[src/rtl/hsmt_pkg.sv]
// Shared types and constants of the hashed set-associative move table.
package hsmt_pkg;

   localparam int KEY_W = 64;
   localparam int SQ_W = 8;
   localparam int CNT_W = 8;

   localparam logic [63:0] FMIX_C1 = 64'hff51afd7ed558ccd;
   localparam logic [63:0] FMIX_C2 = 64'hc4ceb9fe1a85ec53;
   localparam int FMIX_SHIFT = 33;

   typedef enum logic [1:0] {
      OP_PROBE = 2'd0,
      OP_STORE = 2'd1,
      OP_CLEAR = 2'd2,
      OP_NONE  = 2'd3
   } op_type;

   typedef enum logic [2:0] {
      ST_INIT,
      ST_IDLE,
      ST_MIX,
      ST_READ,
      ST_LOOKUP,
      ST_CLEAR,
      ST_FINISH
   } state_type;

   // Mixing sequence: parts 0..2 build one 64-bit product, part 3 folds it.
   localparam logic [1:0] MIX_FOLD = 2'd3;

   typedef struct packed {
      logic              valid;
      logic [KEY_W-1:0]  key;
      logic [SQ_W-1:0]   sq_from;
      logic [SQ_W-1:0]   sq_to;
      logic [KEY_W-1:0]  captured;
      logic [CNT_W-1:0]  taken_count;
   } slot_type;

   localparam int SLOT_W = $bits(slot_type);

   typedef struct packed {
      logic       load;
      logic       mix;
      logic [1:0] mix_part;
      logic       mix_const;
      logic       rd;
      logic       lookup;
      logic       sweep_wr;
      logic       rsp_load;
   } cmd_type;

   typedef struct packed {
      op_type req_op;
      logic   sweep_last;
   } status_type;

endpackage

[src/rtl/hsmt_ctrl.sv]
// Controller: sequences mixing, lookup, clearing sweeps and the response handshake.
module hsmt_ctrl
   import hsmt_pkg::*;
(
   input  logic       clock,
   input  logic       reset,
   input  status_type status,
   input  logic       req_valid,
   output logic       req_ready,
   output logic       rsp_valid,
   input  logic       rsp_ready,
   output cmd_type    cmd
);

   state_type  state_ff, state_in;
   logic [2:0] mix_cnt_ff, mix_cnt_in;
   logic       rsp_valid_ff, rsp_valid_in;

   always_ff @(posedge clock) begin
      if (reset) begin
         state_ff <= ST_INIT;
         mix_cnt_ff <= '0;
         rsp_valid_ff <= 1'b0;
      end else begin
         state_ff <= state_in;
         mix_cnt_ff <= mix_cnt_in;
         rsp_valid_ff <= rsp_valid_in;
      end
   end

   always_comb begin
      state_in = state_ff;
      mix_cnt_in = mix_cnt_ff;
      rsp_valid_in = rsp_valid_ff && !rsp_ready;
      req_ready = 1'b0;
      cmd = '0;
      cmd.mix_part = mix_cnt_ff[1:0];
      cmd.mix_const = mix_cnt_ff[2];
      case (state_ff)
         ST_INIT: begin
            cmd.sweep_wr = 1'b1;
            if (status.sweep_last) begin
               state_in = ST_IDLE;
            end
         end
         ST_IDLE: begin
            req_ready = 1'b1;
            if (req_valid) begin
               cmd.load = 1'b1;
               mix_cnt_in = '0;
               case (status.req_op)
                  OP_PROBE, OP_STORE: state_in = ST_MIX;
                  OP_CLEAR: state_in = ST_CLEAR;
                  default: state_in = ST_FINISH;
               endcase
            end
         end
         ST_MIX: begin
            cmd.mix = 1'b1;
            mix_cnt_in = mix_cnt_ff + 1'b1;
            if (mix_cnt_ff == 3'd7) begin
               state_in = ST_READ;
            end
         end
         ST_READ: begin
            cmd.rd = 1'b1;
            state_in = ST_LOOKUP;
         end
         ST_LOOKUP: begin
            cmd.lookup = 1'b1;
            state_in = ST_FINISH;
         end
         ST_CLEAR: begin
            cmd.sweep_wr = 1'b1;
            if (status.sweep_last) begin
               state_in = ST_FINISH;
            end
         end
         ST_FINISH: begin
            // The result waits here only while the output register still holds an older one.
            if (!rsp_valid_ff || rsp_ready) begin
               cmd.rsp_load = 1'b1;
               rsp_valid_in = 1'b1;
               state_in = ST_IDLE;
            end
         end
         default: begin
            state_in = ST_IDLE;
         end
      endcase
   end

   assign rsp_valid = rsp_valid_ff;

   a_mix_length: assert property (@(posedge clock) disable iff (reset)
      (state_ff == ST_MIX && mix_cnt_ff == 3'd7) |=> state_ff == ST_READ)
      else $error("mixing did not end after eight steps");

   a_lookup_after_read: assert property (@(posedge clock) disable iff (reset)
      (state_ff == ST_LOOKUP) |-> $past(state_ff) == ST_READ)
      else $error("lookup without a preceding bucket read");

   a_clear_complete: assert property (@(posedge clock) disable iff (reset)
      ($past(state_ff) == ST_CLEAR && state_ff == ST_FINISH) |-> $past(status.sweep_last))
      else $error("clear finished before sweeping every bucket");

   a_no_rsp_in_init: assert property (@(posedge clock) disable iff (reset)
      (state_ff == ST_INIT) |-> !rsp_valid_ff)
      else $error("response offered during the initial clearing pass");

endmodule

[config.mk]
export PLATFORM = sky130hd
export DESIGN_NAME = hsmt_ctrl
export DESIGN_NICKNAME = d
export VERILOG_FILES = /design/src/rtl/hsmt_pkg.sv /design/src/rtl/hsmt_ctrl.sv
export SDC_FILE = /design/constraint.sdc
export NUM_CORES = 1
export LEC_CHECK = 0
export BUFFER_PORTS_ARGS = -buffer_cell sky130_fd_sc_hd__buf_2
export CAP_MARGIN = 5
export CORE_AREA = 2 2 39 41
export DETAILED_ROUTE_END_ITERATION = 16
export DIE_AREA = 0 0 41 43
export SLEW_MARGIN = 10
export SYNTH_ARGS = -nofsm -noshare
export SYNTH_HDL_FRONTEND = slang
export SYNTH_SLANG_ARGS = --single-unit
export TNS_END_PERCENT = 30
[constraint.sdc]
create_clock -name clock -period 1.5 [get_ports clock]
set_input_delay 0.15 -clock clock [delete_from_list [all_inputs] [get_ports clock]]
set_output_delay 0.15 -clock clock [all_outputs]
set_load 0.1 [all_outputs]
==> impl_metrics.py, run 1 <==
metrics = {
    "critical_path": {
        "cp.required_ps": 1350,
        "worstSetupStartpointType": "flop",
        "cp-end-kind": "primary output",
        "cp.arrival_ps": 1290,
        "cp_slowest_cell": "dfxtp_2",
        "r2r_start": "state_ff[0]",
        "critical_path_class": "reg2out",
        "crit_start": "state_ff[0]",
        "crit_family": "flip-flops",
        "path_cells": "buf_6 -> or2_4 -> a21oi_4 -> buf_12",
        "cp_max_fo": 7,
        "path_buf_inv": 2,
        "max_stage_delay_ps": 340,
    },
    "power": {
        "seqPwrFrac": 0.173,
        "switchingPower_uw": 809.8,
        "power.leakage_uw": 0.0003422,
        "swShare": 0.5153,
        "p_per_area_nw_per_um2": 2019,
        "peakVddDrop_mv": 0.9339,
        "power_frac_clock": 0.108,
        "power.internal_uw": 761.6,
        "pwr-share-comb": 0.719,
    },
    "timing": {
        "worst-slew-pin-transition_ps": 485.2,
        "setup_viol_count_final": 0,
        "hold_ws_ps": 154.1,
        "skew_ps": 1.903,
        "rsz0062_at_grt": "false",
        "setup_slack_ps": 55.54,
        "maxSlewViolCount": 0,
        "fin_crit_ps": 1444,
        "clock.fmax_mhz": 692.3,
        "hold_viol": 0,
        "timing.final.crit_share": 0.9630,
        "relSlewSlack": 0.6788,
    },
    "placed_design": {
        "pre_cts_ws_ps": 98.62,
        "finalWeightedCongestion": 0.8111,
        "io_buffers": 17,
        "dp.final_hpwl_microns": 816.2,
        "place_inst": 90,
    },
    "clock_network": {
        "clk_latency_ps": 240,
        "hold_buffers": 0,
        "cts_made_buffers": 3,
        "cts_root_buf": "clkbuf_4",
        "cts_tree": "done",
        "path_clk_slew_ps": 50,
        "clock-sinks": 7,
        "cts_buffer_depth": 2,
        "h-tree-depth": 1,
    },
    "logic_synthesis": {
        "ys_types": 30,
        "syn_area_sq_um": 464.2,
        "yosysWarnings": 0,
        "yosysSeqAreaShare": 0.3019,
        "ys_seq_elements": 7,
        "synth.avg_cell_area_sq_um": 8.144,
        "syn_nets": 66,
        "synth_cells": 57,
    },
    "floorplanning": {
        "die_h_microns": 43,
        "core_area_sq_um": 1384,
        "die-area_sq_um": 1763,
        "die_w_microns": 41,
        "start_util": 0.3354,
        "io_pins": 18,
        "row_count": 14,
    },
    "grt": {
        "grt_pass1_vias": 405,
        "gr-total-overflow": 0,
        "grt_first_pass_wirelength_microns": 1649,
        "grt_antenna_before_repair": 0,
        "grt_use_total": 0.1298,
        "grt_max_degree": 13,
    },
    "min_path": {
        "holdCritPathClass": "in2reg",
        "hp-start": "reset",
    },
    "routing": {
        "routed_wl_microns": 1031,
        "drtPass1Iterations": 4,
        "via_count": 467,
        "drt_iter0_markers": 11,
        "drc": 0,
        "routed_via_density": 4.916,
        "wl_per_cell_microns": 10.85,
        "antenna_left": 0,
    },
    "layout": {
        "instances_no_fill": 95,
        "antenna_cells": 0,
        "syn_to_final_growth_pct": 67.65,
        "drive_above_1_share": 0.5443,
        "fin_util": 0.5624,
        "layout.nets": 89,
    },
    "flow_run": {
        "drv_cap": 0,
    },
    "run_status": {
        "outcome": "finished, final reports clean",
    },
}
[through the flow]
step / TNS, ps / total power, uW / instance area [sq um]
after floorplan: -776.1 / 1042 / 518.0
after global placement: 0 / 1351 / 728.2
after detailed placement: 0 / 1355 / 728.2
after CTS: 0 / 1564 / 767.0
after global routing: 0 / 1643 / 778.2
final: 0 / 1571 / 778.2
[cell type report]
type	instances	area, sq um
Fill cell	134	605.6
Clock buffer	4	26.28
Sequential cell	7	148.9
Inverter	1	3.754
Multi-Input combinational cell	45	347.8
Timing Repair Buffer	22	231.5
Tap cell	16	20.02
[power groups by stage]
stage               Clock, uW  Sequential, uW  Combinational [uW]
global route              183             277                1180
finish                    169             272                1130
floorplan                   0             289                 752
global placement            0             266                1090
detailed placement          0             267                1090
CTS                       174             266                1120
[Yosys cell counts]
| master | n | area [sq um] |
|---|---|---|
| o22a_1 | 1 | 8.760 |
| nor2b_1 | 1 | 6.260 |
| nor3b_1 | 1 | 7.510 |
| dfxtp_1 | 7 | 140.1 |
| or2_0 | 1 | 6.260 |
| nand2_1 | 3 | 11.26 |
| o21ai_1 | 1 | 5.000 |
| nand2_2 | 1 | 6.260 |
| buf_1 | 1 | 3.750 |
| clkbuf_1 | 1 | 3.750 |
| or2_1 | 3 | 18.77 |
| buf_2 | 1 | 5.000 |
| o211ai_1 | 2 | 15.01 |
| a22oi_1 | 2 | 15.01 |
| mux2_1 | 1 | 11.26 |
| buf_4 | 1 | 7.510 |
| nand3b_1 | 2 | 15.01 |
| ha_1 | 2 | 25.02 |
| o22ai_2 | 1 | 12.51 |
| and3b_1 | 1 | 8.760 |
| nand2b_1 | 5 | 31.28 |
| a21oi_1 | 4 | 20.02 |
| o41ai_1 | 1 | 8.760 |
| a21oi_2 | 1 | 8.760 |
| nor2_1 | 7 | 26.28 |
| inv_2 | 1 | 3.750 |
| or2_2 | 1 | 6.260 |
| or3_4 | 1 | 11.26 |
| and2_1 | 1 | 6.260 |
| a311oi_1 | 1 | 8.760 |
[metal layers]
layer	up-vias	wire length [microns]	part of all wire	global-route usage
li1	244	-	-	-
met1	205	465	0.45	0.1845
met2	18	477	0.46	0.1969
met3	0	88	0.085	0.01571
met4	0	0	0	0.04000
met5	-	0	0	0
[flip-flops by register name, summed over array words and instances, names as in the netlist]
name	cells
mix_cnt_ff	3
rsp_valid	1
state_ff	3
[worst paths after layout]
kind                   end  slack, ps  depth (start not counted)
min reg2reg  mix_cnt_ff[1]        500                          2
max                 cmd[1]         60                          4
min            state_ff[0]        150                          2
max reg2reg    state_ff[0]        120                          5
[placed cells by master, fill, tap and decap left out, drive strengths merged, types with 2 or more instances in the layout]
cell type,instances
a21oi,5
a22oi,2
buf,22
clkbuf,4
dfxtp,7
ha,2
nand2,4
nand2b,5
nand3b,2
nor2,7
o211ai,2
or2,5
[kinds of logic (layout without fill, tap and decap cells)]
logic type / Yosys count / after routing / synth area share
multiplexers: 1 / 1 / 0.02426
AND/OR/NAND/NOR: 28 / 28 / 0.3478
adder cells (fa/ha/maj): 2 / 2 / 0.05390
flip-flops: 7 / 7 / 0.3019
AO/OA/AOI/OAI: 14 / 14 / 0.2210
buffers and inverters: 5 / 27 / 0.05119
[repair_timing]
| item | 4_1_cts | 5_1_grt |
|---|---|---|
| cloned | 0 | 0 |
| setup buffers | 1 | 0 |
| pin swaps | 1 | 1 |
| setup endpoints to repair | 4 | 4 |
| resized for setup | 3 | 4 |
(Power assumes the default switching activity.)
==> inputs of run 2 (changes only) <==
- BUFFER_PORTS_ARGS: -buffer_cell sky130_fd_sc_hd__buf_2 -> -buffer_cell sky130_fd_sc_hd__clkbuf_2
==> run 2 against run 1 <==
Net effect:
- power up 0.85%
- register-to-register slack about the same
- first-iteration DRC count down 55%
- critical path type unchanged
- critical endpoint unchanged
==> impl_metrics.py, run 2 (synthesis results as in run 1) <==
metrics = {
    "placed_design": {
        "dp.final_hpwl_microns": 819,
        "pre_cts_ws_ps": 58.91,
        "io_buffers": 17,
        "place_inst": 91,
        "dpl_cell_area_sq_um": 735.7,
        "finalWeightedCongestion": 0.7730,
    },
    "power": {
        "peakVddDrop_mv": 0.7696,
        "p_per_area_nw_per_um2": 1998,
        "p_total_uw": 1585,
        "power.leakage_uw": 0.0003539,
    },
    "floorplanning": {
        "row_count": 14,
        "die_h_microns": 43,
        "io_pins": 18,
        "start_util": 0.3354,
        "core_area_sq_um": 1384,
        "die_w_microns": 41,
        "die-area_sq_um": 1763,
    },
    "run_status": {
        "outcome": "finished, final reports clean",
    },
    "clock_network": {
        "h-tree-depth": 1,
        "cts_made_buffers": 3,
        "path_clk_slew_ps": 50,
        "cts_root_buf": "clkbuf_4",
        "cts_buffer_depth": 2,
        "clk_latency_ps": 250,
        "hold_buffers": 0,
        "clock-sinks": 7,
        "cts_tree": "done",
    },
    "routing": {
        "routed_wl_microns": 990,
        "antenna_left": 0,
        "via_count": 464,
        "wl_per_cell_microns": 10.42,
        "routed_via_density": 4.884,
        "drc": 0,
        "drtPass1Iterations": 2,
        "drt_iter0_markers": 5,
    },
    "layout": {
        "fillCellCount": 131,
        "regArea_sq_um": 152.6,
        "layout.nets": 89,
        "final_common_cell": "clkbuf_2",
        "final_cell_area_sq_um": 793.3,
        "syn_to_final_growth_pct": 70.89,
        "fin_util": 0.5732,
        "antenna_cells": 0,
        "multi_input_area_sq_um": 352.8,
        "drive_above_1_share": 0.5570,
        "final_cell_mix": "clkbuf_2 (10), buf_12 (7), nor2_1 (6)",
        "instances_no_fill": 95,
    },
    "timing": {
        "timing.final.crit_share": 0.9665,
        "fin_crit_ps": 1450,
        "setup_slack_ps": 50.31,
        "relSlewSlack": 0.6426,
        "hold_viol": 0,
        "worst-slew-pin-transition_ps": 538.5,
        "clock.fmax_mhz": 689.8,
        "skew_ps": 3.266,
        "maxSlewViolCount": 0,
        "setup_viol_count_final": 0,
        "rsz0062_at_grt": "true",
    },
    "min_path": {
        "holdCritPathClass": "in2reg",
    },
    "grt": {
        "grt_pass1_vias": 415,
        "grt_first_pass_wirelength_microns": 1683,
        "grt_max_degree": 13,
        "grt_antenna_before_repair": 0,
        "grt_use_total": 0.1410,
        "gr-total-overflow": 0,
    },
    "flow_run": {
        "drv_cap": 0,
    },
    "critical_path": {
        "cp.arrival_ps": 1300,
        "worstSetupStartpointType": "flop",
        "cp_max_fo": 7,
        "cp.required_ps": 1350,
        "cp-end-kind": "primary output",
        "critical_path_class": "reg2out",
    },
}
## run 2: changes by cell type in the layout (fill, tap and decap cells not counted), sizes merged
cell	change
clkbuf	+10
buf	-10
## run 2: layout make-up
cell class	instances	area share
Timing Repair Buffer	22	0.2965
Multi-Input combinational cell	45	0.4448
Inverter	1	0.007886
Sequential cell	7	0.1924
Tap cell	16	0.02524
Clock buffer	4	0.03312
## run 2: final timing paths
path | start | end | slack [ps] | depth (start not counted)
worst max-delay path | state_ff[0] | cmd[1] | 50 | 4
worst min register to register | mix_cnt_ff[1] | mix_cnt_ff[1] | 500 | 2
worst min-delay path | reset | state_ff[0] | 150 | 2
worst max register to register | state_ff[0] | state_ff[0] | 120 | 5
## run 2: routing by layer
layer / GRT usage / share of wire / vias to the layer above
met4: 0.1000 / 0.026 / 0
met5: 0 / 0 / -
met2: 0.2094 / 0.45 / 17
met1: 0.1721 / 0.44 / 197
met3: 0.02618 / 0.082 / 4
li1: - / - / 246
## run 2: worst max-delay path: stages (launching register included)
cell and delay, ps:
dfxtp_4 360, buf_6 120, or2_4 240, a21oi_4 140, buf_12 180
## run 2: per-stage QoR
| step | setup TNS [ps] | hold WS (ps) |
|---|---|---|
| after floorplan | -776.1 | 329.5 |
| after global placement | 0 | 424.8 |
| after detailed placement | 0 | 419.5 |
| after CTS | -7.602 | 135.7 |
| after global routing | -1.010 | 161.7 |
| final | 0 | 147.5 |
## run 2: timing repair
item                       4_1_cts  5_1_grt
setup endpoints to repair        4        3
resized for setup                6        6
buffers inserted                 0        0
pin swaps                        1        2
## run 2: report_power, final
part,switching (uW),internal [uW]
Clock,66.7,101
Combinational,682,444
Sequential,58.7,231
Total,808,777
==> inputs of run 3 (changes only) <==
- ABC_AREA: default -> 1
- SKIP_CTS_REPAIR_TIMING: default -> 1
==> run 3 against run 2 <==
Net effect:
- clock-buffer cell count is the same
- synthesized area shrank 4.9%
- sequential share of layout area grew 1.3 points
- register-to-register slack gained 100 ps
- wire length shrank 3.1%
- first-iteration DRC count shrank 60%
- clock skew shrank 2.2 ps
- critical path type unchanged
- flip-flop and latch count is the same
- highest routed layer unchanged
- synthesized cell count grew 28%
- final cell count grew 16%
==> impl_metrics.py, run 3 <==
metrics = {
    "run_status": {
        "outcome": "finished, final reports clean",
    },
    "critical_path": {
        "ff2ff_path_depth": 8,
        "cp_max_fo": 9,
        "r2r_end": "state_ff[2]",
        "cp.arrival_ps": 1250,
        "cp_num_cells": 3,
        "cp-end-kind": "primary output",
        "max_stage_delay_ps": 400,
        "crit_family": "flip-flops",
        "path_cells": "inv_6 -> nor3_4 -> buf_12",
        "reg2reg_slack_ps": 220,
        "r2r_start": "mix_cnt_ff[0]",
        "cp_slowest_cell": "dfxtp_4",
        "crit_start": "state_ff[1]",
        "endpoint": "cmd[7]",
        "critical_path_class": "reg2out",
        "path_buf_inv": 2,
        "worstSetupStartpointType": "flop",
        "cp.required_ps": 1350,
    },
    "grt": {
        "grt_pass1_vias": 424,
        "grt_use_total": 0.1421,
        "grt_antenna_before_repair": 0,
        "grt_max_degree": 10,
        "gr-total-overflow": 0,
        "grt_first_pass_wirelength_microns": 1690,
    },
    "layout": {
        "final_cell_mix": "nand2_1 (17), nor2_1 (13), inv_1 (10), clkbuf_2 (10), buf_12 (7)",
        "syn_to_final_growth_pct": 66.86,
        "fillCellCount": 138,
        "final_common_cell": "nand2_1",
        "drive_above_1_share": 0.4255,
        "layout.nets": 104,
        "instances_no_fill": 110,
        "antenna_cells": 0,
        "final_cell_area_sq_um": 737.0,
    },
    "logic_synthesis": {
        "synth_mux_area_frac": 0,
        "synth.area.top_cells": "dfxtp_1 (32%), nand2_1 (16%), nor2_1 (14%)",
        "yosys.area.top_type_share": 0.3173,
        "ys_seq_elements": 7,
        "synth_xor_area_frac": 0,
        "ys.flop_type": "dfxtp_1",
        "syn_area_sq_um": 441.7,
        "synth-compound-area-share": 0.08499,
        "synth_top_area_cell": "dfxtp_1",
        "synth_edf_count": 0,
        "synth_most_common_cell": "nand2_1",
        "yosysSeqAreaShare": 0.3173,
        "synth_fa_ha_area_frac": 0.05666,
        "synth_top_family_by_area": "simple AND/OR/NAND/NOR gates",
        "yosysWarnings": 0,
        "synth_cells": 73,
        "ys_types": 15,
        "synth_simple_gate_area_frac": 0.4306,
        "synth_async_sr_flop_share": 0,
        "synth.avg_cell_area_sq_um": 6.050,
        "yosys-top-cells-count": "nand2_1 (19), nor2_1 (17), inv_1 (10)",
        "syn_nets": 82,
    },
    "min_path": {
        "hp-start": "reset",
        "holdCritPathClass": "in2reg",
    },
    "placed_design": {
        "dp.final_hpwl_microns": 785.8,
        "io_buffers": 17,
        "place_inst": 106,
        "dpl_cell_area_sq_um": 700.7,
        "finalWeightedCongestion": 0.7375,
    },
    "timing": {
        "rsz0062_at_grt": "false",
        "hold_viol": 0,
        "skew_ps": 1.114,
        "fin_crit_ps": 1395,
        "clock.fmax_mhz": 716.7,
        "maxSlewViolCount": 0,
        "setup_viol_count_final": 0,
        "timing.final.crit_share": 0.9302,
        "relSlewSlack": 0.6416,
        "worst-slew-pin-transition_ps": 539.8,
    },
    "routing": {
        "wl_per_cell_microns": 8.718,
        "drt_iter0_markers": 2,
        "antenna_left": 0,
        "drc": 0,
        "drtPass1Iterations": 3,
        "via_count": 501,
        "routed_via_density": 4.555,
        "routed_wl_microns": 959,
    },
    "floorplanning": {
        "io_pins": 18,
        "start_util": 0.3192,
        "row_count": 14,
        "die_h_microns": 43,
        "core_area_sq_um": 1384,
        "die_w_microns": 41,
        "die-area_sq_um": 1763,
    },
    "clock_network": {
        "path_clk_slew_ps": 50,
        "cts_buffer_depth": 2,
        "clock-sinks": 7,
        "h-tree-depth": 1,
        "cts_root_buf": "clkbuf_4",
        "cts_tree": "done",
        "clk_latency_ps": 250,
        "cts_made_buffers": 3,
    },
    "flow_run": {
        "drv_cap": 0,
    },
}
-- run 3: cell types whose count changed in the layout (fill, tap and decap cells not counted), sizes merged, moves of 3 or more --
cell and change:
nand2 +15, buf -5, inv +12, nand2b -5, or2 -5, nand3 +3, nor2 +11
-- run 3: metrics by stage --
stage,utilization,setup slack [ps],TNS [ps],hold slack (ps)
floorplan,-,-152.4,-953.5,211.7
global placement,0.5063,221.6,0,340.4
detailed placement,0.5063,213.8,0,342.6
CTS,0.5253,-71.44,-112.6,79.94
global route,0.5326,27.81,0,84.96
finish,0.5326,104.7,0,84.56
-- run 3: cell type report --
class	count	area [sq um]	area share
timing repair buffer	17	190.2	0.2581
multi-input combinational	53	295.3	0.4007
tap	16	20.02	0.02716
clock buffer	4	26.28	0.03565
inverter	13	53.80	0.07301
sequential	7	151.4	0.2054
-- run 3: cells by family (layout without fill, tap and decap cells) --
group,count (synthesis),in the layout
fa+ha+maj,2,2
simple gates,44,44
flops,7,7
compound gates,7,7
buf+inv,13,34
-- run 3: worst min path at each step --
stage / to / slack (ps) / cells after the start
after floorplan: mix_cnt_ff[1] / 210 / 1
after global placement: mix_cnt_ff[2] / 340 / 2
after detailed placement: mix_cnt_ff[2] / 340 / 2
after CTS: mix_cnt_ff[2] / 80 / 2
after global routing: mix_cnt_ff[1] / 80 / 2
final: mix_cnt_ff[1] / 80 / 2
-- run 3: worst reg2reg max path, stage by stage, from the launching register on --
cell and delay [ps]:
dfxtp_2 330, ha_1 190, ha_1 170, inv_1 50
nand4_1 120, nand4_2 160, nand2_1 60, nand2_1 50
nor2_1 30
-- run 3: routing by layer --
metal | wire length [microns] | vias to the layer above | GRT usage
li1 | - | 270 | -
met1 | 416 | 218 | 0.1759
met2 | 484 | 11 | 0.2031
met3 | 47 | 2 | 0.03665
met4 | 11 | 0 | 0.1000
met5 | 0 | - | 0
Power of run 3 is not shown: default switching activity piles up to over one toggle a cycle in this logic, so the estimate is an artifact.
